==> src/rtl/oal_pkg.sv <==
`default_nettype none

package oal_pkg;

    localparam int DEF_CAPACITY = 64;
    localparam int DATA_W       = 32;
    localparam int POS_W        = 7;
    localparam int KIND_W       = 3;
    localparam int STAT_W       = 2;

    // cells per reduction group
    localparam int GRP_CELLS = 8;
    localparam int GRP_IW    = 3;

    // stream payload widths
    localparam int IN_TDATA_W  = 40;
    localparam int OUT_TDATA_W = 48;

    typedef enum logic [KIND_W-1:0] {
        K_INSERT = 3'd0,
        K_DELETE = 3'd1,
        K_GET    = 3'd2,
        K_LOCATE = 3'd3,
        K_CLEAR  = 3'd4
    } t_kind;

    typedef enum logic [STAT_W-1:0] {
        ST_OK       = 2'd0,
        ST_BADPOS   = 2'd1,
        ST_FULL     = 2'd2,
        ST_NOTFOUND = 2'd3
    } t_status;

    typedef enum logic [1:0] {
        S_IDLE,
        S_EXEC,
        S_DONE
    } t_state;

    // broadcast to every cell of the chain
    typedef struct packed {
        logic             ins;   // open a slot at slot index, shift later entries up
        logic             del;   // close the slot, shift later entries down
        logic             rd;    // drive the entry at slot index onto the read tree
        logic             loc;   // compare every live entry with the value
        logic [POS_W-1:0] slot;  // 0-based position
    } t_cell_ctl;

endpackage

`default_nettype wire

==> src/rtl/oal_group.sv <==
`default_nettype none

module oal_group (
    input  wire                                               i_clk,
    input  wire                                               i_en,
    input  wire  [oal_pkg::GRP_CELLS-1:0][oal_pkg::DATA_W-1:0] i_pick,
    input  wire  [oal_pkg::GRP_CELLS-1:0]                     i_match,
    output logic [oal_pkg::DATA_W-1:0]                        o_or,
    output logic                                              o_hit,
    output logic [oal_pkg::GRP_IW-1:0]                        o_first
);
    import oal_pkg::*;

    logic [DATA_W-1:0] w_or;
    logic [GRP_IW-1:0] w_first;
    logic [DATA_W-1:0] r_or;
    logic              r_hit;
    logic [GRP_IW-1:0] r_first;

    // lowest matching cell wins
    always_comb begin
        w_or    = '0;
        w_first = '0;
        for (int i = GRP_CELLS - 1; i >= 0; i--) begin
            w_or = w_or | i_pick[i];
            if (i_match[i]) begin
                w_first = GRP_IW'(i);
            end
        end
    end

    always_ff @(posedge i_clk) begin
        if (i_en) begin
            r_or    <= w_or;
            r_hit   <= |i_match;
            r_first <= w_first;
        end
    end

    assign o_or    = r_or;
    assign o_hit   = r_hit;
    assign o_first = r_first;

endmodule

`default_nettype wire

==> config.mk <==
export PLATFORM = sky130hd
export DESIGN_NAME = oal_group
export DESIGN_NICKNAME = d
export VERILOG_FILES = /design/src/rtl/oal_pkg.sv /design/src/rtl/oal_group.sv
export SDC_FILE = /design/constraint.sdc
export NUM_CORES = 1
export LEC_CHECK = 0
export BUFFER_PORTS_ARGS = -buffer_cell sky130_fd_sc_hd__buf_2
export CAP_MARGIN = 20
export CORE_AREA = 2 2 117 119
export CTS_BUF_LIST = sky130_fd_sc_hd__clkbuf_4 sky130_fd_sc_hd__clkbuf_8
export DETAILED_ROUTE_END_ITERATION = 7
export DIE_AREA = 0 0 119 121
export MAX_ROUTING_LAYER = met4
export SETUP_SLACK_MARGIN = 0.4
export SLEW_MARGIN = 30
export SYNTH_ARGS = -nofsm -noshare
export SYNTH_HDL_FRONTEND = slang
export SYNTH_SLANG_ARGS = --single-unit
==> constraint.sdc <==
create_clock -name i_clk -period 1.58 [get_ports i_clk]
set_input_delay 0.395 -clock i_clk [delete_from_list [all_inputs] [get_ports i_clk]]
set_output_delay 0.395 -clock i_clk [all_outputs]
set_load 0.01 [all_outputs]
==> impl_table.tex, run 1 <==
\begin{tabular}{lr}
\hline
Metric & Value \\
\hline
\multicolumn{2}{l}{\textbf{Status}} \\
\quad Status & finished, final reports clean \\
\multicolumn{2}{l}{\textbf{Synth}} \\
\quad Count of distinct cell types in the synthesized netlist & 12 \\
\quad Area share of the largest cell type after synthesis & 0.6429 \\
\quad Number of synthesized register bits & 36 \\
\quad Top cells by area, synth & sky130\_fd\_sc\_hd\_\_edfxtp\_1, sky130\_fd\_sc\_hd\_\_nor4\_1, sky130\_fd\_sc\_hd\_\_nand2\_1, sky130\_fd\_sc\_hd\_\_nor2b\_1, sky130\_fd\_sc\_hd\_\_nor4\_2 \\
\quad Nets in the synthesized netlist & 411 \\
\quad Cell area after synthesis & 1682 sq um \\
\quad Synthesis Warnings & 0 \\
\quad Area leader, netlist & sky130\_fd\_sc\_hd\_\_edfxtp\_1 \\
\quad Parity-gate share of the synthesized area counting xor and xnor cells & 0 \\
\quad Largest family of logic cells by synthesized area & simple AND/OR/NAND/NOR gates \\
\quad Post-Syn Area per Cell & 11.60 sq um \\
\quad Area fraction in and, or, nand and nor cells after synthesis & 0.3348 \\
\quad Part of the Yosys area used for sequential elements & 0.6429 \\
\quad Compound-gate portion of the synthesized area & 0.02009 \\
\quad Instance count of the mapped netlist & 145 \\
\quad Multiplexer share of the synthesized area & 0 \\
\quad Post-synthesis adder-cell area fraction & 0 \\
\multicolumn{2}{l}{\textbf{Placed design}} \\
\quad Final Wtd Congestion & 0.8011 \\
\quad Final HPWL from detailed placement & 6682 um \\
\quad Number of port buffers & 301 \\
\multicolumn{2}{l}{\textbf{Power}} \\
\quad Static leakage & 1.673 nW \\
\quad Cell area power density & 680.4 nW/um\^{}2 \\
\quad Worst IR Drop VDD & 0.4407 mV \\
\quad Post-route total power & 0.002415 W \\
\multicolumn{2}{l}{\textbf{Global routing}} \\
\quad Wire length of the first global-routing pass & 11140 um \\
\quad Total global-route track usage & 0.1032 \\
\quad Largest net degree at the start of global routing & 37 \\
\quad Antenna violations before repair & 1 \\
\quad Gr ovfl total & 0 \\
\quad Via count of the first global-routing pass & 2255 \\
\multicolumn{2}{l}{\textbf{Detailed routing}} \\
\quad Routed len/inst & 12.14 um \\
\quad Wirelength, routed & 7670 um \\
\quad First-pass iteration count of the detailed router & 4 \\
\quad Detailed route wirelength on metal2 & 3796 um \\
\quad Vias post-DR & 2417 \\
\quad Average vias per placed instance & 3.824 \\
\quad Metal-1 WL & 3184 um \\
\quad Detail Route met3 WL & 628 um \\
\quad DRC violations left & 0 \\
\quad Final ANT Viol Nets & 0 \\
\quad Initial drt markers & 55 \\
\quad Top routing layer in use & met4 \\
\multicolumn{2}{l}{\textbf{STA}} \\
\quad Tmin final & 1.257 ns \\
\quad Share of the clock period used by the worst path & 0.7955 \\
\quad Max-slew violation count & 0 \\
\quad Final setup vio count & 0 \\
\quad RSZ-0062 raised after global routing & true \\
\quad Total negative slack for setup checks & 0 ns \\
\quad Maximum operating frequency & 0.7956 GHz \\
\quad Max transition margin & 0.7737 \\
\quad Slew at the pin with the worst max-slew slack & 0.3363 ns \\
\quad Hold violation total from the final report & 0 \\
\multicolumn{2}{l}{\textbf{Hold path}} \\
\quad Hold/Removal Path Class & input pin to register \\
\multicolumn{2}{l}{\textbf{Worst setup path}} \\
\quad Arrival @ worst endpoint & 0.86 ns \\
\quad Data required time at the worst endpoint & 1.18 ns \\
\quad Max FO, Critical Path & 1 \\
\quad Maximum cell stage delay along the critical path & 0.43 ns \\
\quad Critical Path End Type & primary output \\
\quad Largest delay contributor family on the critical path & flip-flops \\
\quad Type of origin of the critical path & register \\
\quad Slowest stage cell, crit path & sky130\_fd\_sc\_hd\_\_edfxtp\_1 \\
\quad Type of the worst setup path & register to primary output \\
\quad Cell chain of the critical path & buf\_6 \\
\quad Critical path buffers and inverters & 1 \\
\multicolumn{2}{l}{\textbf{Clock network}} \\
\quad Number of sinks handled by clock tree synthesis & 36 \\
\quad Clock-pin slew on the worst setup and hold paths & 0.08 ns \\
\quad Setup bufs post-CTS & 0 \\
\quad Root Buffer & sky130\_fd\_sc\_hd\_\_clkbuf\_8 \\
\quad Buffer depth of the longest clock path & 2 \\
\quad Maximum level of the CTS H-tree & 2 \\
\quad Clock buffer count from CTS & 5 \\
\quad Clock tree from TritonCTS & yes \\
\multicolumn{2}{l}{\textbf{Floorplan}} \\
\quad Total I/O pin count & 302 \\
\quad Core ar. & 13090 sq um \\
\quad Initial Util & 0.1285 \\
\quad Number of placement rows & 42 \\
\quad Chip Width & 119 um \\
\quad Area of the die & 14400 sq um \\
\quad Die H & 121 um \\
\multicolumn{2}{l}{\textbf{Finish}} \\
\quad Post-synthesis to final-layout area growth & 111.1\% \\
\quad Fraction of layout cells with a size suffix above 1 & 0.6791 \\
\quad Net count reported at finish & 720 \\
\quad Filler instances & 1428 \\
\multicolumn{2}{l}{\textbf{Flow run}} \\
\quad Reported max-cap violation count & 0 \\
\hline
\end{tabular}
[cell type report]
| type | count | area, sq um | share of cell area |
|---|---|---|---|
| clock inverters | 3 | 37.54 | 0.01057 |
| flip-flops and latches | 36 | 1081 | 0.3045 |
| well taps | 176 | 220.2 | 0.06204 |
| diodes | 1 | 2.502 | 0.0007050 |
| inverters | 1 | 3.754 | 0.001057 |
| multi-input cells | 108 | 596.8 | 0.1681 |
| clock buffers | 5 | 68.82 | 0.01939 |
| repair buffers | 302 | 1539 | 0.4336 |
[metrics by stage]
| step | area, sq um | utilization | worst slack (ns) | instances | hold slack [ns] |
|---|---|---|---|---|---|
| detailed placement | 3428 | 0.2620 | 0.3532 | 623 | 0.6549 |
| global route | 3550 | 0.2713 | 0.2865 | 632 | 0.3521 |
| global placement | 3428 | 0.2620 | 0.3345 | 623 | 0.6520 |
| CTS | 3535 | 0.2701 | 0.2937 | 631 | 0.3359 |
| finish | 3550 | 0.2713 | 0.3232 | 632 | 0.3573 |
| floorplan | 1682 | - | 0.5384 | 145 | 0.5075 |
[cell usage in the layout, fill, tap and decap left out]
master and n:
sky130_fd_sc_hd__nor4_2 1, sky130_fd_sc_hd__o21ai_0 1, sky130_fd_sc_hd__edfxtp_1 36, sky130_fd_sc_hd__inv_1 1
sky130_fd_sc_hd__nor2_1 2, sky130_fd_sc_hd__bufinv_16 1, sky130_fd_sc_hd__o41ai_1 1, sky130_fd_sc_hd__buf_12 1
sky130_fd_sc_hd__a211oi_1 1, sky130_fd_sc_hd__nor2b_1 2, sky130_fd_sc_hd__a21oi_1 1, sky130_fd_sc_hd__buf_2 299
sky130_fd_sc_hd__clkbuf_8 5, sky130_fd_sc_hd__o21bai_1 1, sky130_fd_sc_hd__diode_2 1, sky130_fd_sc_hd__nand2_1 33
sky130_fd_sc_hd__clkinv_1 2, sky130_fd_sc_hd__buf_6 2, sky130_fd_sc_hd__nor4_1 65
[tightest hold or removal path: stages]
cell                      delay, ns
sky130_fd_sc_hd__buf_2         0.07
sky130_fd_sc_hd__nor4_1        0.03
sky130_fd_sc_hd__nand2_1       0.04
[cells in the mapped netlist (all sizes together)]
cell    count
nor4       66
edfxtp     36
nand2      33
nor2        2
nor2b       2
a211oi      1
a21oi       1
inv         1
o21ai       1
o21bai      1
o41ai       1
[where the power goes]
part           total, W  leakage (nW)  switching (W)  internal [W]
clock          0.000816        0.0532       0.000355      0.000460
combinational  0.000489          1.26       0.000195      0.000295
sequential      0.00111         0.362      0.0000113       0.00110
total           0.00242          1.67       0.000561       0.00185
[cells by family (layout without fill, tap and decap cells)]
family,Yosys count,count (layout)
compound gates,5,5
buf+inv,1,311
flops,36,36
other cells,0,1
simple gates,103,103
[state kept, by name, summed over array words and instances (netlist names)]
| register | flops |
|---|---|
| o_hit | 1 |
| o_first | 3 |
| o_or | 32 |
[per-layer routing]
| metal | up-vias | global-route usage |
|---|---|---|
| met2 | 132 | 0.1721 |
| met5 | - | - |
| met4 | 0 | 0.03274 |
| met3 | 2 | 0.02585 |
| li1 | 1232 | - |
| met1 | 1051 | 0.1229 |
[worst paths after layout]
path                       start  endpoint  slack [ns]  depth (start not counted)
worst max-delay path     o_or[1]   o_or[1]        0.32                          1
worst min-delay path  i_pick[19]  o_or[19]        0.36                          3
[what timing repair did]
| action | in CTS | in global routing |
|---|---|---|
| hold buffers | 0 | 0 |
| gates resized for setup | 0 | 4 |
| setup endpoints to repair | 36 | 36 |
No activity file was read; power rests on OpenSTA's default activity.
==> run 2: changes to the inputs <==
==> constraint.sdc (replaced) <==
create_clock -name i_clk -period 1.3 [get_ports i_clk]
set_input_delay 0.325 -clock i_clk [delete_from_list [all_inputs] [get_ports i_clk]]
set_output_delay 0.325 -clock i_clk [all_outputs]
set_load 0.01 [all_outputs]
==> impl_table.tex, run 2 (synthesis results as in run 1) <==
\begin{tabular}{lr}
\hline
Metric & Value \\
\hline
\multicolumn{2}{l}{\textbf{Power}} \\
\quad Cell area power density & 783.1 nW/um\^{}2 \\
\quad Part of the total power dissipated in sequential elements & 0.486 \\
\quad Static leakage & 1.666 nW \\
\quad Worst IR Drop VDD & 0.2435 mV \\
\quad Sw Share & 0.2409 \\
\quad Part of the power in combinational logic & 0.216 \\
\quad Net switching power & 0.0006691 W \\
\quad Relative contribution of the clock network to total power & 0.299 \\
\quad Cell internal power dissipation & 0.002108 W \\
\multicolumn{2}{l}{\textbf{Detailed routing}} \\
\quad Initial drt markers & 78 \\
\quad Wirelength, routed & 7518 um \\
\quad DRC violations left & 0 \\
\quad Final ANT Viol Nets & 0 \\
\quad Routed len/inst & 11.91 um \\
\quad Vias post-DR & 2456 \\
\quad Average vias per placed instance & 3.892 \\
\quad First-pass iteration count of the detailed router & 4 \\
\multicolumn{2}{l}{\textbf{Global routing}} \\
\quad Via count of the first global-routing pass & 2239 \\
\quad Antenna violations before repair & 0 \\
\quad Gr ovfl total & 0 \\
\quad Total global-route track usage & 0.09813 \\
\quad Wire length of the first global-routing pass & 10510 um \\
\quad Largest net degree at the start of global routing & 37 \\
\multicolumn{2}{l}{\textbf{Floorplan}} \\
\quad Area of the die & 14400 sq um \\
\quad Die H & 121 um \\
\quad Core ar. & 13090 sq um \\
\quad Number of placement rows & 42 \\
\quad Total I/O pin count & 302 \\
\quad Chip Width & 119 um \\
\quad Initial Util & 0.1285 \\
\multicolumn{2}{l}{\textbf{STA}} \\
\quad Max transition margin & 0.8144 \\
\quad Max-slew violation count & 0 \\
\quad Tmin final & 1.151 ns \\
\quad Maximum operating frequency & 0.8690 GHz \\
\quad Final setup vio count & 0 \\
\quad RSZ-0062 raised after global routing & true \\
\quad Slew at the pin with the worst max-slew slack & 0.2759 ns \\
\quad Share of the clock period used by the worst path & 0.8852 \\
\quad Total negative slack for setup checks & 0 ns \\
\quad Hold violation total from the final report & 0 \\
\quad Min setup slack post-route & 0.1492 ns \\
\multicolumn{2}{l}{\textbf{Clock network}} \\
\quad Number of sinks handled by clock tree synthesis & 36 \\
\quad Setup bufs post-CTS & 0 \\
\quad Root Buffer & sky130\_fd\_sc\_hd\_\_clkbuf\_8 \\
\quad Clock tree from TritonCTS & yes \\
\quad Maximum level of the CTS H-tree & 2 \\
\quad Clock buffer count from CTS & 5 \\
\quad Clock-pin slew on the worst setup and hold paths & 0.08 ns \\
\quad Buffer depth of the longest clock path & 2 \\
\multicolumn{2}{l}{\textbf{Finish}} \\
\quad Post-layout instance count excluding filler cells & 631 \\
\quad Post-synthesis to final-layout area growth & 110.9\% \\
\quad Most common cell after layout, fill and taps aside & sky130\_fd\_sc\_hd\_\_buf\_2 \\
\quad Fraction of layout cells with a size suffix above 1 & 0.6857 \\
\quad Net count reported at finish & 720 \\
\quad Top library cells by usage in the layout, fill and taps aside & sky130\_fd\_sc\_hd\_\_buf\_2, sky130\_fd\_sc\_hd\_\_nor4\_1, sky130\_fd\_sc\_hd\_\_edfxtp\_1 \\
\quad Max FFs per register & 32 \\
\quad Total inserted antenna cells & 0 \\
\multicolumn{2}{l}{\textbf{Worst setup path}} \\
\quad Cell chain of the critical path & buf\_2 \\
\quad Max FO, Critical Path & 1 \\
\quad Slowest stage cell, crit path & sky130\_fd\_sc\_hd\_\_edfxtp\_1 \\
\quad Critical Path End Type & primary output \\
\quad Data required time at the worst endpoint & 0.98 ns \\
\quad Type of the worst setup path & register to primary output \\
\quad Critical path buffers and inverters & 1 \\
\quad Largest delay contributor family on the critical path & flip-flops \\
\quad Arrival @ worst endpoint & 0.83 ns \\
\quad Type of origin of the critical path & register \\
\quad Maximum cell stage delay along the critical path & 0.38 ns \\
\multicolumn{2}{l}{\textbf{Hold path}} \\
\quad Hold-critical path endpoint & o\_or[25] \\
\quad Hold Path Depth & 3 \\
\quad Hold/Removal Path Class & input pin to register \\
\quad Beginning of the worst hold path & i\_pick[25] \\
\multicolumn{2}{l}{\textbf{Placed design}} \\
\quad Final HPWL from detailed placement & 6554 um \\
\quad Final Wtd Congestion & 0.8714 \\
\quad Number of port buffers & 301 \\
\quad Total instance count after detailed placement & 623 \\
\quad Post-Place Worst Slack & 0.07866 ns \\
\multicolumn{2}{l}{\textbf{Status}} \\
\quad Status & finished, final reports clean \\
\multicolumn{2}{l}{\textbf{Flow run}} \\
\quad Reported max-cap violation count & 0 \\
\hline
\end{tabular}
[run 2: repair_timing]
action	4_1_cts	5_1_grt
endpoints found under the setup margin	36	37
endpoints found under the hold margin	0	0
pin swaps	0	0
gates resized for setup	0	1
hold buffers	0	0
[run 2: layer usage]
metal  share of wire  global-route usage  routed length (um)
met2            0.51              0.1760                3803
met3           0.098             0.02632                 735
met5               0                   -                   0
met1            0.38              0.1048                2889
met4           0.012             0.03348                  89
[run 2: final cells by class]
cell class | instances | area, sq um
Fill cell | 1409 | 9539
Timing Repair Buffer | 302 | 1526
Sequential cell | 36 | 1081
Multi-Input combinational cell | 108 | 626.9
Tap cell | 176 | 220.2
Clock buffer | 7 | 83.83
Clock inverter | 1 | 3.754
Inverter | 1 | 3.754
[run 2: power by group through the flow]
stage	Sequential (W)	Combinational, W	Clock, W
global route	0.00135	0.000653	0.000929
global placement	0.00138	0.000599	0
detailed placement	0.00138	0.000604	0
CTS	0.00135	0.000605	0.000890
floorplan	0.00142	0.0000499	0
finish	0.00135	0.000599	0.000829
[run 2: how the worst max path moves through the flow]
stage                            from       end  slack (ns)  cells past startpoint
after floorplan            i_match[5]     o_hit        0.40                      2
after global placement    i_pick[210]  o_or[18]         0.1                      3
after detailed placement  i_pick[210]  o_or[18]        0.08                      3
after CTS                    o_or[19]  o_or[19]        0.11                      1
after global routing         o_or[19]  o_or[19]         0.1                      1
final                        o_or[19]  o_or[19]        0.15                      1
[run 2: worst min-delay path, cell delays in order]
cell	delay [ns]
sky130_fd_sc_hd__buf_2	0.07
sky130_fd_sc_hd__nor4_1	0.03
sky130_fd_sc_hd__nand2_1	0.04
[run 2: stage by stage]
step	area (sq um)	utilization	hold slack [ns]	power, W
finish	3546	0.2710	0.2822	0.002777
global route	3546	0.2710	0.2767	0.002936
CTS	3540	0.2705	0.2647	0.002846
detailed placement	3452	0.2638	0.5822	0.001980
global placement	3452	0.2638	0.5840	0.001975
floorplan	1705	-	0.4375	0.001466
