$ cat config.mk
export PLATFORM = sky130hd
export DESIGN_NAME = oal_cell
export DESIGN_NICKNAME = d
export VERILOG_FILES = /design/src/rtl/oal_pkg.sv /design/src/rtl/oal_cell.sv
export SDC_FILE = /design/constraint.sdc
export NUM_CORES = 1
export LEC_CHECK = 0
export ABC_AREA = 0
export BUFFER_PORTS_ARGS = -buffer_cell sky130_fd_sc_hd__buf_2
export CORE_MARGIN = 10
export CORE_UTILIZATION = 35
export DETAILED_ROUTE_END_ITERATION = 10
export GPL_TIMING_DRIVEN = 0
export PLACE_DENSITY = 0.73
export SYNTH_ARGS = -nofsm -noshare
export SYNTH_HDL_FRONTEND = slang
export SYNTH_SLANG_ARGS = --single-unit
export TNS_END_PERCENT = 100
$ cat constraint.sdc
create_clock -name i_clk -period 4.3 [get_ports i_clk]
set_clock_uncertainty 0.2 [all_clocks]
set_input_delay 0.215 -clock i_clk [delete_from_list [all_inputs] [get_ports i_clk]]
set_output_delay 0.215 -clock i_clk [all_outputs]
set_load 0.05 [all_outputs]
$ cat src/rtl/oal_pkg.sv
`default_nettype none

package oal_pkg;

    localparam int DEF_CAPACITY = 64;
    localparam int DATA_W       = 32;
    localparam int POS_W        = 7;
    localparam int KIND_W       = 3;
    localparam int STAT_W       = 2;

    // cells per reduction group
    localparam int GRP_CELLS = 8;
    localparam int GRP_IW    = 3;

    // stream payload widths
    localparam int IN_TDATA_W  = 40;
    localparam int OUT_TDATA_W = 48;

    typedef enum logic [KIND_W-1:0] {
        K_INSERT = 3'd0,
        K_DELETE = 3'd1,
        K_GET    = 3'd2,
        K_LOCATE = 3'd3,
        K_CLEAR  = 3'd4
    } t_kind;

    typedef enum logic [STAT_W-1:0] {
        ST_OK       = 2'd0,
        ST_BADPOS   = 2'd1,
        ST_FULL     = 2'd2,
        ST_NOTFOUND = 2'd3
    } t_status;

    typedef enum logic [1:0] {
        S_IDLE,
        S_EXEC,
        S_DONE
    } t_state;

    // broadcast to every cell of the chain
    typedef struct packed {
        logic             ins;   // open a slot at slot index, shift later entries up
        logic             del;   // close the slot, shift later entries down
        logic             rd;    // drive the entry at slot index onto the read tree
        logic             loc;   // compare every live entry with the value
        logic [POS_W-1:0] slot;  // 0-based position
    } t_cell_ctl;

endpackage

`default_nettype wire

$ cat src/rtl/oal_cell.sv
`default_nettype none

module oal_cell #(
    parameter int IDX = 0,
    parameter int LW  = 7
) (
    input  wire                        i_clk,
    input  oal_pkg::t_cell_ctl         i_ctl,
    input  wire  [LW-1:0]              i_len,
    input  wire  [oal_pkg::DATA_W-1:0] i_val,
    input  wire  [oal_pkg::DATA_W-1:0] i_left,
    input  wire  [oal_pkg::DATA_W-1:0] i_right,
    output logic [oal_pkg::DATA_W-1:0] o_data,
    output logic [oal_pkg::DATA_W-1:0] o_pick,
    output logic                       o_match
);
    import oal_pkg::*;

    localparam int CW = ((LW > POS_W) ? LW : POS_W) + 1;
    localparam logic [CW-1:0] J      = CW'(IDX);
    localparam logic [CW-1:0] J_NEXT = CW'(IDX + 1);

    logic [DATA_W-1:0] r_data;
    logic [DATA_W-1:0] n_data;
    logic [CW-1:0]     w_slot;
    logic [CW-1:0]     w_len;

    assign w_slot = CW'(i_ctl.slot);
    assign w_len  = CW'(i_len);

    always_comb begin
        n_data = r_data;
        if (i_ctl.ins) begin
            if (J == w_slot) begin
                n_data = i_val;
            end else if (J > w_slot && J <= w_len) begin
                n_data = i_left;
            end
        end else if (i_ctl.del) begin
            if (J >= w_slot && J_NEXT < w_len) begin
                n_data = i_right;
            end
        end
    end

    always_ff @(posedge i_clk) begin
        r_data <= n_data;
    end

    assign o_data  = r_data;
    assign o_pick  = (i_ctl.rd && J == w_slot) ? r_data : '0;
    assign o_match = i_ctl.loc && (J < w_len) && (r_data == i_val);

endmodule

`default_nettype wire

==> results of run 1 <==
## layout make-up
cell class	count	area, um^2
fillers	612	2960
multi-input cells	179	1220
flip-flops and latches	32	961
repair buffers	178	891
well taps	77	96.3
plain buffers	17	90.1
clock buffers	7	76.3
inverters	3	11.3
clock inverters	1	3.75
## final timing paths
check | from | endpoint | slack [ns]
setup / recovery | i_ctl[5] | o_data[26] | 1.51
hold / removal | i_right[18] | o_data[18] | 0.05
## logic make-up after synthesis
| kind of cell | Yosys count | share of synthesized area |
|---|---|---|
| DFF | 32 | 0.422 |
| muxes | 32 | 0.141 |
| buffers and inverters | 20 | 0.0446 |
| xor gates and xnor gates | 29 | 0.112 |
| and+or+nand+nor | 80 | 0.192 |
| AOI/OAI and AO/OA | 38 | 0.0886 |
## critical path: stages
cell and delay [ns]:
buf_2 0.09, or4_4 0.53, nor4_4 0.18, buf_6 0.21
clkbuf_1 0.37, nor2b_4 0.87
## power groups by stage
stage | sequential [W] | clock [W] | combinational (W)
3_5_place_dp | 0.000356 | 0 | 0.000138
3_3_place_gp | 0.000356 | 0 | 0.000134
5_1_grt | 0.000349 | 0.000244 | 0.000152
6_report | 0.000349 | 0.000228 | 0.000137
4_1_cts | 0.000349 | 0.000232 | 0.000138
2_1_floorplan | 0.000361 | 0 | 0.0000548
## metal layers
metal,vias to the layer above,routed length (um)
met5,-,0
li1,1211,-
met3,8,852
met1,1171,3770
met4,0,112
met2,114,4920
## layout by cell type (no fill, tap or decap), drive strengths merged
master  instances
a21oi          34
a22oi           1
and3           32
buf           184
clkbuf         18
clkinv          1
edfxtp         32
inv             3
mux2i          32
nand2           1
nand3           1
nand4           1
nand4b          1
nor2           33
nor2b           1
nor4            9
o211ai          1
o21a            1
o221ai          1
or4             1
xnor2           4
xor2           25
## per-stage QoR
stage          setup slack (ns)  hold WS [ns]   util  cell area (um^2)  setup TNS (ns)
2_1_floorplan             0.870         0.241      -              2270               0
3_3_place_gp             -0.144         0.332  0.517              3260           -4.56
3_5_place_dp               1.21         0.337  0.518              3270               0
4_1_cts                    1.52        0.0361  0.531              3350               0
5_1_grt                    1.36        0.0416  0.531              3350               0
6_report                   1.51        0.0492  0.531              3350               0
==> impl_metrics.tcl, run 1 <==
set metrics [dict create \
    p_seq_frac 0.488 \
    slew_viol_final 0 \
    drt_iter0_markers 86 \
    rsz0062_at_grt "false" \
    p_clk_frac 0.319 \
    finalNonFillerCells 494 \
    num_rows 29 \
    finalSetupViolations 0 \
    syn_avg_cell_area_um2 9.85 \
    drcViolationCount 0 \
    dr.pass1.iters 4 \
    grt_remaining_overflow 0 \
    yosysWarnings 0 \
    ys.flop_type "edfxtp_1" \
    die_w_um 101 \
    ant_nets 0 \
    crit_type "in2reg" \
    p_sw_w 0.000188 \
    synth_area_leaders "edfxtp_1 42%, mux2i_1 14%, xor2_1 9.6%, and3_1 8.8%, a21oi_1 7.5%" \
    ir_drop_v 0.000118 \
    met1_usage 0.197 \
    hp-class "in2reg" \
    finalHoldViolations 0 \
    netlist_top_cells_count "34 x a21oi_1, 33 x nor2_1, 32 x and3_1, 32 x edfxtp_1, 32 x mux2i_1" \
    grt_max_degree 33 \
    drt_wl_total_um 9660 \
    gp_congestion 0.788 \
    area_growth_pct 47.2 \
    top_usage_layer "met2" \
    p_sw_frac 0.263 \
    synth_edf_count 32 \
    syn_inst 231 \
    timing.max_cap.violations 0 \
    synth_nets 346 \
    cp_max_fo 32 \
    diodes 0 \
    grt_use_met3 0.0754 \
    synth_cell_types 24 \
    min_period_ns 2.79 \
    critical_path.endpoint_type "flip-flop" \
    clock-sinks 32 \
    cts-htree-levels 2 \
    fp.dieH_um 101 \
    met2_usage 0.315 \
    postSynth.asyncResetShare 0 \
    clk_pin_slew_ns 0.07 \
    ys_seq_area_frac 0.422 \
    initial_core_util 0.360 \
    max_freq_ghz 0.359 \
    port_buffers 178 \
    final_nets 531 \
    leakage_nw 1.65 \
    status "complete, no violations" \
    largest_reg_flops 32 \
    p_comb_frac 0.192 \
    fp.coreArea_mm2 0.00631 \
    die_area_mm2 0.0101 \
    ios 180 \
    crit_required_ns 4.00 \
    power_w 0.000714 \
    vias_per_cell 5.07 \
    synth.top_cell.area_share 0.422 \
    clockRootBuffer "clkbuf_8" \
    cts_buffers 5 \
    routedWlPerCell_um 19.5 \
    post-cts-setup-buffer-count 0 \
    cts_tree "done" \
    critPathArrivalTime_ns 2.49 \
    timing.final.crit_share 0.648 \
    worst_pin_slew_ns 0.956 \
    hpwl_um 7860 \
    p_int_w 0.000526 \
    post_synth_instance_area_mm2 0.00227 \
    slew_headroom 0.361 \
    grt_pass1_wl_um 14400 \
    cts-resized-gates 0 \
    cts.path.max_buffers 2 \
    num_vias 2504 \
    holdPathStages 3 \
    grt_use_total 0.180 \
    power_density_mw_per_mm2 213 \
    dp.cells 486 \
    hold_buffers 0 \
    drive_gt1_frac 0.456 \
    synth_seq_cells 32 \
    yosys.area.top_type "edfxtp_1" \
    synth_most_common_cell "a21oi_1" \
    worstSetupStartpointType "input port" \
    grt_pass1_vias 2633 \
    antenna_found_initial 0 \
]
Power figures use the tool's default switching activity.
==> run 2: changes to the inputs <==
--- a/config.mk
+++ b/config.mk
@@ -5,13 +5,13 @@
 export SDC_FILE = /design/constraint.sdc
 export NUM_CORES = 1
 export LEC_CHECK = 0
-export ABC_AREA = 0
+export ABC_AREA = 1
 export BUFFER_PORTS_ARGS = -buffer_cell sky130_fd_sc_hd__buf_2
 export CORE_MARGIN = 10
 export CORE_UTILIZATION = 35
 export DETAILED_ROUTE_END_ITERATION = 10
 export GPL_TIMING_DRIVEN = 0
-export PLACE_DENSITY = 0.73
+export PLACE_DENSITY = 0.71
 export SYNTH_ARGS = -nofsm -noshare
 export SYNTH_HDL_FRONTEND = slang
 export SYNTH_SLANG_ARGS = --single-unit
==> constraint.sdc (replaced) <==
create_clock -name i_clk -period 2.7 [get_ports i_clk]
set_clock_uncertainty 0.2 [all_clocks]
set_input_delay 0.135 -clock i_clk [delete_from_list [all_inputs] [get_ports i_clk]]
set_output_delay 0.135 -clock i_clk [all_outputs]
set_load 0.05 [all_outputs]
==> impl_metrics.tcl, run 2 <==
set metrics [dict create \
    fp.coreArea_mm2 0.00679 \
    netlist_top_cells_count "104 x nand2_1, 87 x nor2_1, 58 x o21ai_0" \
    syn_inst 382 \
    antenna_found_initial 0 \
    synth_cell_types 16 \
    ant_nets 0 \
    dp.cells 658 \
    grt_remaining_overflow 0 \
    synth_area_leaders "edfxtp_1 39%, nand2_1 16%, nor2_1 13%, o21ai_0 12%, inv_1 8.8%" \
    ys.flop_type "edfxtp_1" \
    slew_viol_final 0 \
    cts_tree "done" \
    worstSetupStartpointType "flip-flop" \
    cp_max_fo 3 \
    diodes 0 \
    yosys.area.top_type "edfxtp_1" \
    initial_core_util 0.359 \
    synth_edf_count 32 \
    timing.max_cap.violations 0 \
    crit_type "reg2out" \
    synth_most_common_cell "nand2_1" \
    final_cell_mix "188 x buf_2, 104 x nand2_1, 87 x nor2_1, 58 x o21ai_0, 57 x inv_1" \
    drt_iter0_markers 132 \
    crit_slowest_cell "edfxtp_1" \
    vias_per_cell 4.54 \
    cts_buffers 5 \
    critical_path.endpoint_type "output pin" \
    pre_cts_ws_ns 0.411 \
    critPathArrivalTime_ns 1.68 \
    area_growth_pct 60.9 \
    power_w 0.00127 \
    clockRootBuffer "clkbuf_8" \
    post-cts-setup-buffer-count 0 \
    finalSetupViolations 0 \
    final_cell_area_mm2 0.00392 \
    syn_avg_cell_area_um2 6.38 \
    clk_pin_slew_ns 0.08 \
    min_period_ns 2.01 \
    drt_wl_total_um 11100 \
    hpwl_um 8600 \
    dr.pass1.iters 4 \
    leakage_nw 2.15 \
    critPathMaxStageDelay_ns 0.42 \
    finalHoldViolations 0 \
    grt_max_degree 18 \
    status "complete, no violations" \
    grt_pass1_wl_um 16300 \
    ios 180 \
    worstPathCellList "xnor2_1, nand3_1, nor2_1, nand3_1, nor2_1, buf_2" \
    synth.top_cell.area_share 0.394 \
    ys_seq_area_frac 0.394 \
    cts-htree-levels 2 \
    fp.dieH_um 103 \
    rsz0062_at_grt "false" \
    ir_drop_v 0.000197 \
    routedWlPerCell_um 15.8 \
    yosysWarnings 0 \
    dpl_cell_area_mm2 0.00349 \
    drive_gt1_frac 0.331 \
    gp_congestion 0.844 \
    timing.final.crit_share 0.745 \
    fin_ws_ns 0.690 \
    grt_use_total 0.198 \
    num_vias 3167 \
    cts.path.max_buffers 2 \
    crit_required_ns 2.37 \
    hp-class "in2reg" \
    clock-sinks 32 \
    post_synth_instance_area_mm2 0.00244 \
    cp_top_family "simple AND/OR/NAND/NOR gates" \
    finalNonFillerCells 698 \
    postLayoutCoreUtil 0.577 \
    num_rows 30 \
    die_area_mm2 0.0107 \
    drcViolationCount 0 \
    slew_headroom 0.558 \
    max_freq_ghz 0.497 \
    postSynth.asyncResetShare 0 \
    grt_pass1_vias 3304 \
    synth_nets 497 \
    port_buffers 179 \
    final_nets 716 \
    die_w_um 103 \
    power_density_mw_per_mm2 324 \
    largest_reg_flops 32 \
    synth_seq_cells 32 \
    mostFrequentLayoutCell "buf_2" \
    hold_buffers 32 \
    cts-resized-gates 0 \
    worst-path-buf-inv 1 \
    worst_pin_slew_ns 0.661 \
]
run 2: cell count changes after synthesis, sizes merged, moves of 9 or more:
| cell | delta |
|---|---|
| a21oi | -33 |
| and3 | -32 |
| inv | +55 |
| mux2i | -32 |
| nand2 | +103 |
| nor2 | +55 |
| nor4 | -9 |
| o21ai | +69 |
| xor2 | -25 |
run 2: kinds of logic (layout without fill, tap and decap cells):
family,Yosys count,in the layout,synth area share
AO/OA/AOI/OAI,72,72,0.150
buffers and inverters,73,293,0.117
XOR/XNOR,8,8,0.0288
AND/OR/NAND/NOR,197,197,0.310
flip-flops,32,32,0.394
run 2: final timing paths:
kind              slack [ns]  startpoint  cells after the start    endpoint
setup / recovery        0.69  o_data[17]                      6     o_match
hold / removal          0.03  i_left[13]                      3  o_data[13]
run 2: power breakdown:
| group | internal [W] | total, W | switching [W] |
|---|---|---|---|
| sequential | 0.000553 | 0.000555 | 0.00000179 |
| combinational | 0.000131 | 0.000256 | 0.000126 |
| clock | 0.000274 | 0.000459 | 0.000185 |
run 2: through the flow:
stage / setup TNS [ns] / hold slack [ns]
after CTS: 0 / 0.00548
after global placement: -9.05 / 0.212
final: 0 / 0.0268
after floorplan: 0 / 0.126
after detailed placement: 0 / 0.218
after global routing: 0 / 0.0184
run 2: area by class of cell:
type / instances / area, um^2
fill: 663 / 2880
timing repair buffer: 212 / 1240
inverter: 58 / 218
clock inverter: 2 / 35.0
clock buffer: 6 / 72.6
sequential: 32 / 961
tap: 96 / 120
buffer: 15 / 67.6
multi-input combinational: 277 / 1200
run 2: tightest hold or removal path: stages:
cell and delay [ns]:
buf_2 0.07, o21ai_0 0.07, o21ai_1 0.12
run 2: layer usage:
metal	vias up	GRT usage	wire, um
met3	14	0.0611	1030
met4	0	0.0535	139
met5	-	0	0
li1	1625	-	-
met1	1393	0.213	4110
met2	135	0.365	5780
==> run 3: changes to the inputs <==
--- a/config.mk
+++ b/config.mk
@@ -11,7 +11,7 @@
 export CORE_UTILIZATION = 35
 export DETAILED_ROUTE_END_ITERATION = 10
 export GPL_TIMING_DRIVEN = 0
-export PLACE_DENSITY = 0.71
+export PLACE_DENSITY = 0.74
 export SYNTH_ARGS = -nofsm -noshare
 export SYNTH_HDL_FRONTEND = slang
 export SYNTH_SLANG_ARGS = --single-unit
==> constraint.sdc (replaced) <==
create_clock -name i_clk -period 1.8 [get_ports i_clk]
set_clock_uncertainty 0.2 [all_clocks]
set_input_delay 0.09 -clock i_clk [delete_from_list [all_inputs] [get_ports i_clk]]
set_output_delay 0.09 -clock i_clk [all_outputs]
set_load 0.05 [all_outputs]
==> impl_metrics.tcl, run 3 (synthesis results as in run 2) <==
set metrics [dict create \
    status "finished, violations left" \
    violations "setup timing" \
    finalHoldViolations 0 \
    cts_tree "done" \
    power_density_mw_per_mm2 429 \
    seq_area_um2 961 \
    crit_required_ns 1.51 \
    grt_remaining_overflow 0 \
    initial_core_util 0.359 \
    p_seq_frac 0.460 \
    timing.max_cap.violations 0 \
    gp_congestion 0.857 \
    p_clk_frac 0.294 \
    p_comb_frac 0.246 \
    worst_pin_slew_ns 0.704 \
    port_buffers 179 \
    area_growth_pct 72.9 \
    num_rows 30 \
    hp-class "in2reg" \
    final_cell_area_mm2 0.00421 \
    dp.cells 657 \
    p_sw_w 0.000487 \
    p_sw_frac 0.269 \
    slew_headroom 0.530 \
    ir_drop_v 0.000298 \
    grt_use_met3 0.0518 \
    critPathArrivalTime_ns 1.55 \
    hpwl_um 8600 \
    p_int_w 0.00132 \
    final_cell_mix "180 x buf_2, 93 x nand2_1, 74 x nor2_1, 55 x o21ai_0, 54 x inv_1" \
    max_freq_ghz 0.544 \
    largest_reg_flops 32 \
    crit_type "reg2out" \
    drcViolationCount 0 \
    mostFrequentLayoutCell "buf_2" \
    rsz0062_at_grt "true" \
    die_area_mm2 0.0107 \
    slew_viol_final 0 \
    met2_usage 0.394 \
    fillCellCount 642 \
    cp_max_fo 3 \
    num_vias 3403 \
    dr.pass1.iters 5 \
    finalSetupViolations 1 \
    cts-htree-levels 2 \
    antenna_found_initial 0 \
    grt_use_total 0.209 \
    clk_pin_slew_ns 0.07 \
    grt_max_degree 17 \
    fp.coreArea_mm2 0.00679 \
    hold_slack_ns 0.00135 \
    top_usage_layer "met2" \
    fp.dieH_um 103 \
    drt_iter0_markers 141 \
    routedWlPerCell_um 16.2 \
    finalNonFillerCells 717 \
    cts.path.max_buffers 2 \
    vias_per_cell 4.75 \
    drt_wl_total_um 11600 \
    die_w_um 103 \
    dpl_cell_area_mm2 0.00348 \
    ios 180 \
    final_nets 736 \
    clockRootBuffer "clkbuf_8" \
    timing.final.crit_share 1.02 \
    min_period_ns 1.84 \
    clock-sinks 32 \
    diodes 0 \
    grt_pass1_vias 3602 \
    critical_path.endpoint_type "output pin" \
    leakage_nw 2.24 \
    drive_gt1_frac 0.374 \
    worstSetupStartpointType "flip-flop" \
    met1_usage 0.226 \
    grt_pass1_wl_um 17300 \
    ant_nets 0 \
    multi_input_area_mm2 0.00131 \
    cts_buffers 5 \
    fin_ws_ns -0.0377 \
]
run 3: area by class of cell:
class / instances / share of cell area
timing repair buffer: 231 / 0.337
multi-input combinational: 278 / 0.311
sequential: 32 / 0.228
inverter: 58 / 0.0523
tap: 96 / 0.0285
buffer: 15 / 0.0244
clock buffer: 5 / 0.0163
clock inverter: 2 / 0.00178
run 3: per-stage QoR:
step                TNS, ns  total power (W)  utilization  worst slack, ns
floorplan                 0         0.000992            -           0.0247
global placement     -16.53          0.00116        0.512           -0.518
detailed placement   -16.49          0.00117        0.512           -0.517
CTS                 -0.0401          0.00180        0.606          -0.0401
global route         -0.177          0.00190        0.620           -0.164
finish              -0.0377          0.00181        0.620          -0.0377
run 3: final timing paths:
path | from | endpoint | slack, ns | depth (start not counted)
setup / recovery | o_data[22] | o_match | -0.04 | 8
hold / removal | i_left[25] | o_data[25] | 0.001 | 3
run 3: power by group through the flow:
stage	Combinational [W]	Sequential, W	Clock [W]
2_1_floorplan	0.000130	0.000862	0
3_3_place_gp	0.000313	0.000849	0
3_5_place_dp	0.000326	0.000849	0
4_1_cts	0.000429	0.000832	0.000544
5_1_grt	0.000494	0.000833	0.000570
6_report	0.000445	0.000833	0.000531
run 3: what timing repair did:
| action | in CTS | in global routing |
|---|---|---|
| setup endpoints to repair | 33 | 31 |
| hold buffers | 50 | 0 |
| pin swaps | 0 | 16 |
| endpoints found under the hold margin | 32 | 0 |
| buffers inserted | 2 | 1 |
| gates resized for setup | 11 | 44 |
| cloned | 1 | 0 |
run 3: worst max-delay path: stages (launching register included):
cell and delay, ns:
edfxtp_1 0.42, nand2_1 0.10, nand2_2 0.07, nor2_1 0.08, nand2_1 0.08, nor2_2 0.13, nand3_2 0.10, nor2_4 0.13
buf_8 0.15
run 3: layer usage:
layer | vias up | wire length [um] | share of wire
li1 | 1670 | - | -
met1 | 1575 | 4480 | 0.39
met2 | 144 | 6030 | 0.52
met5 | - | 0 | 0
met4 | 0 | 152 | 0.013
met3 | 14 | 926 | 0.080
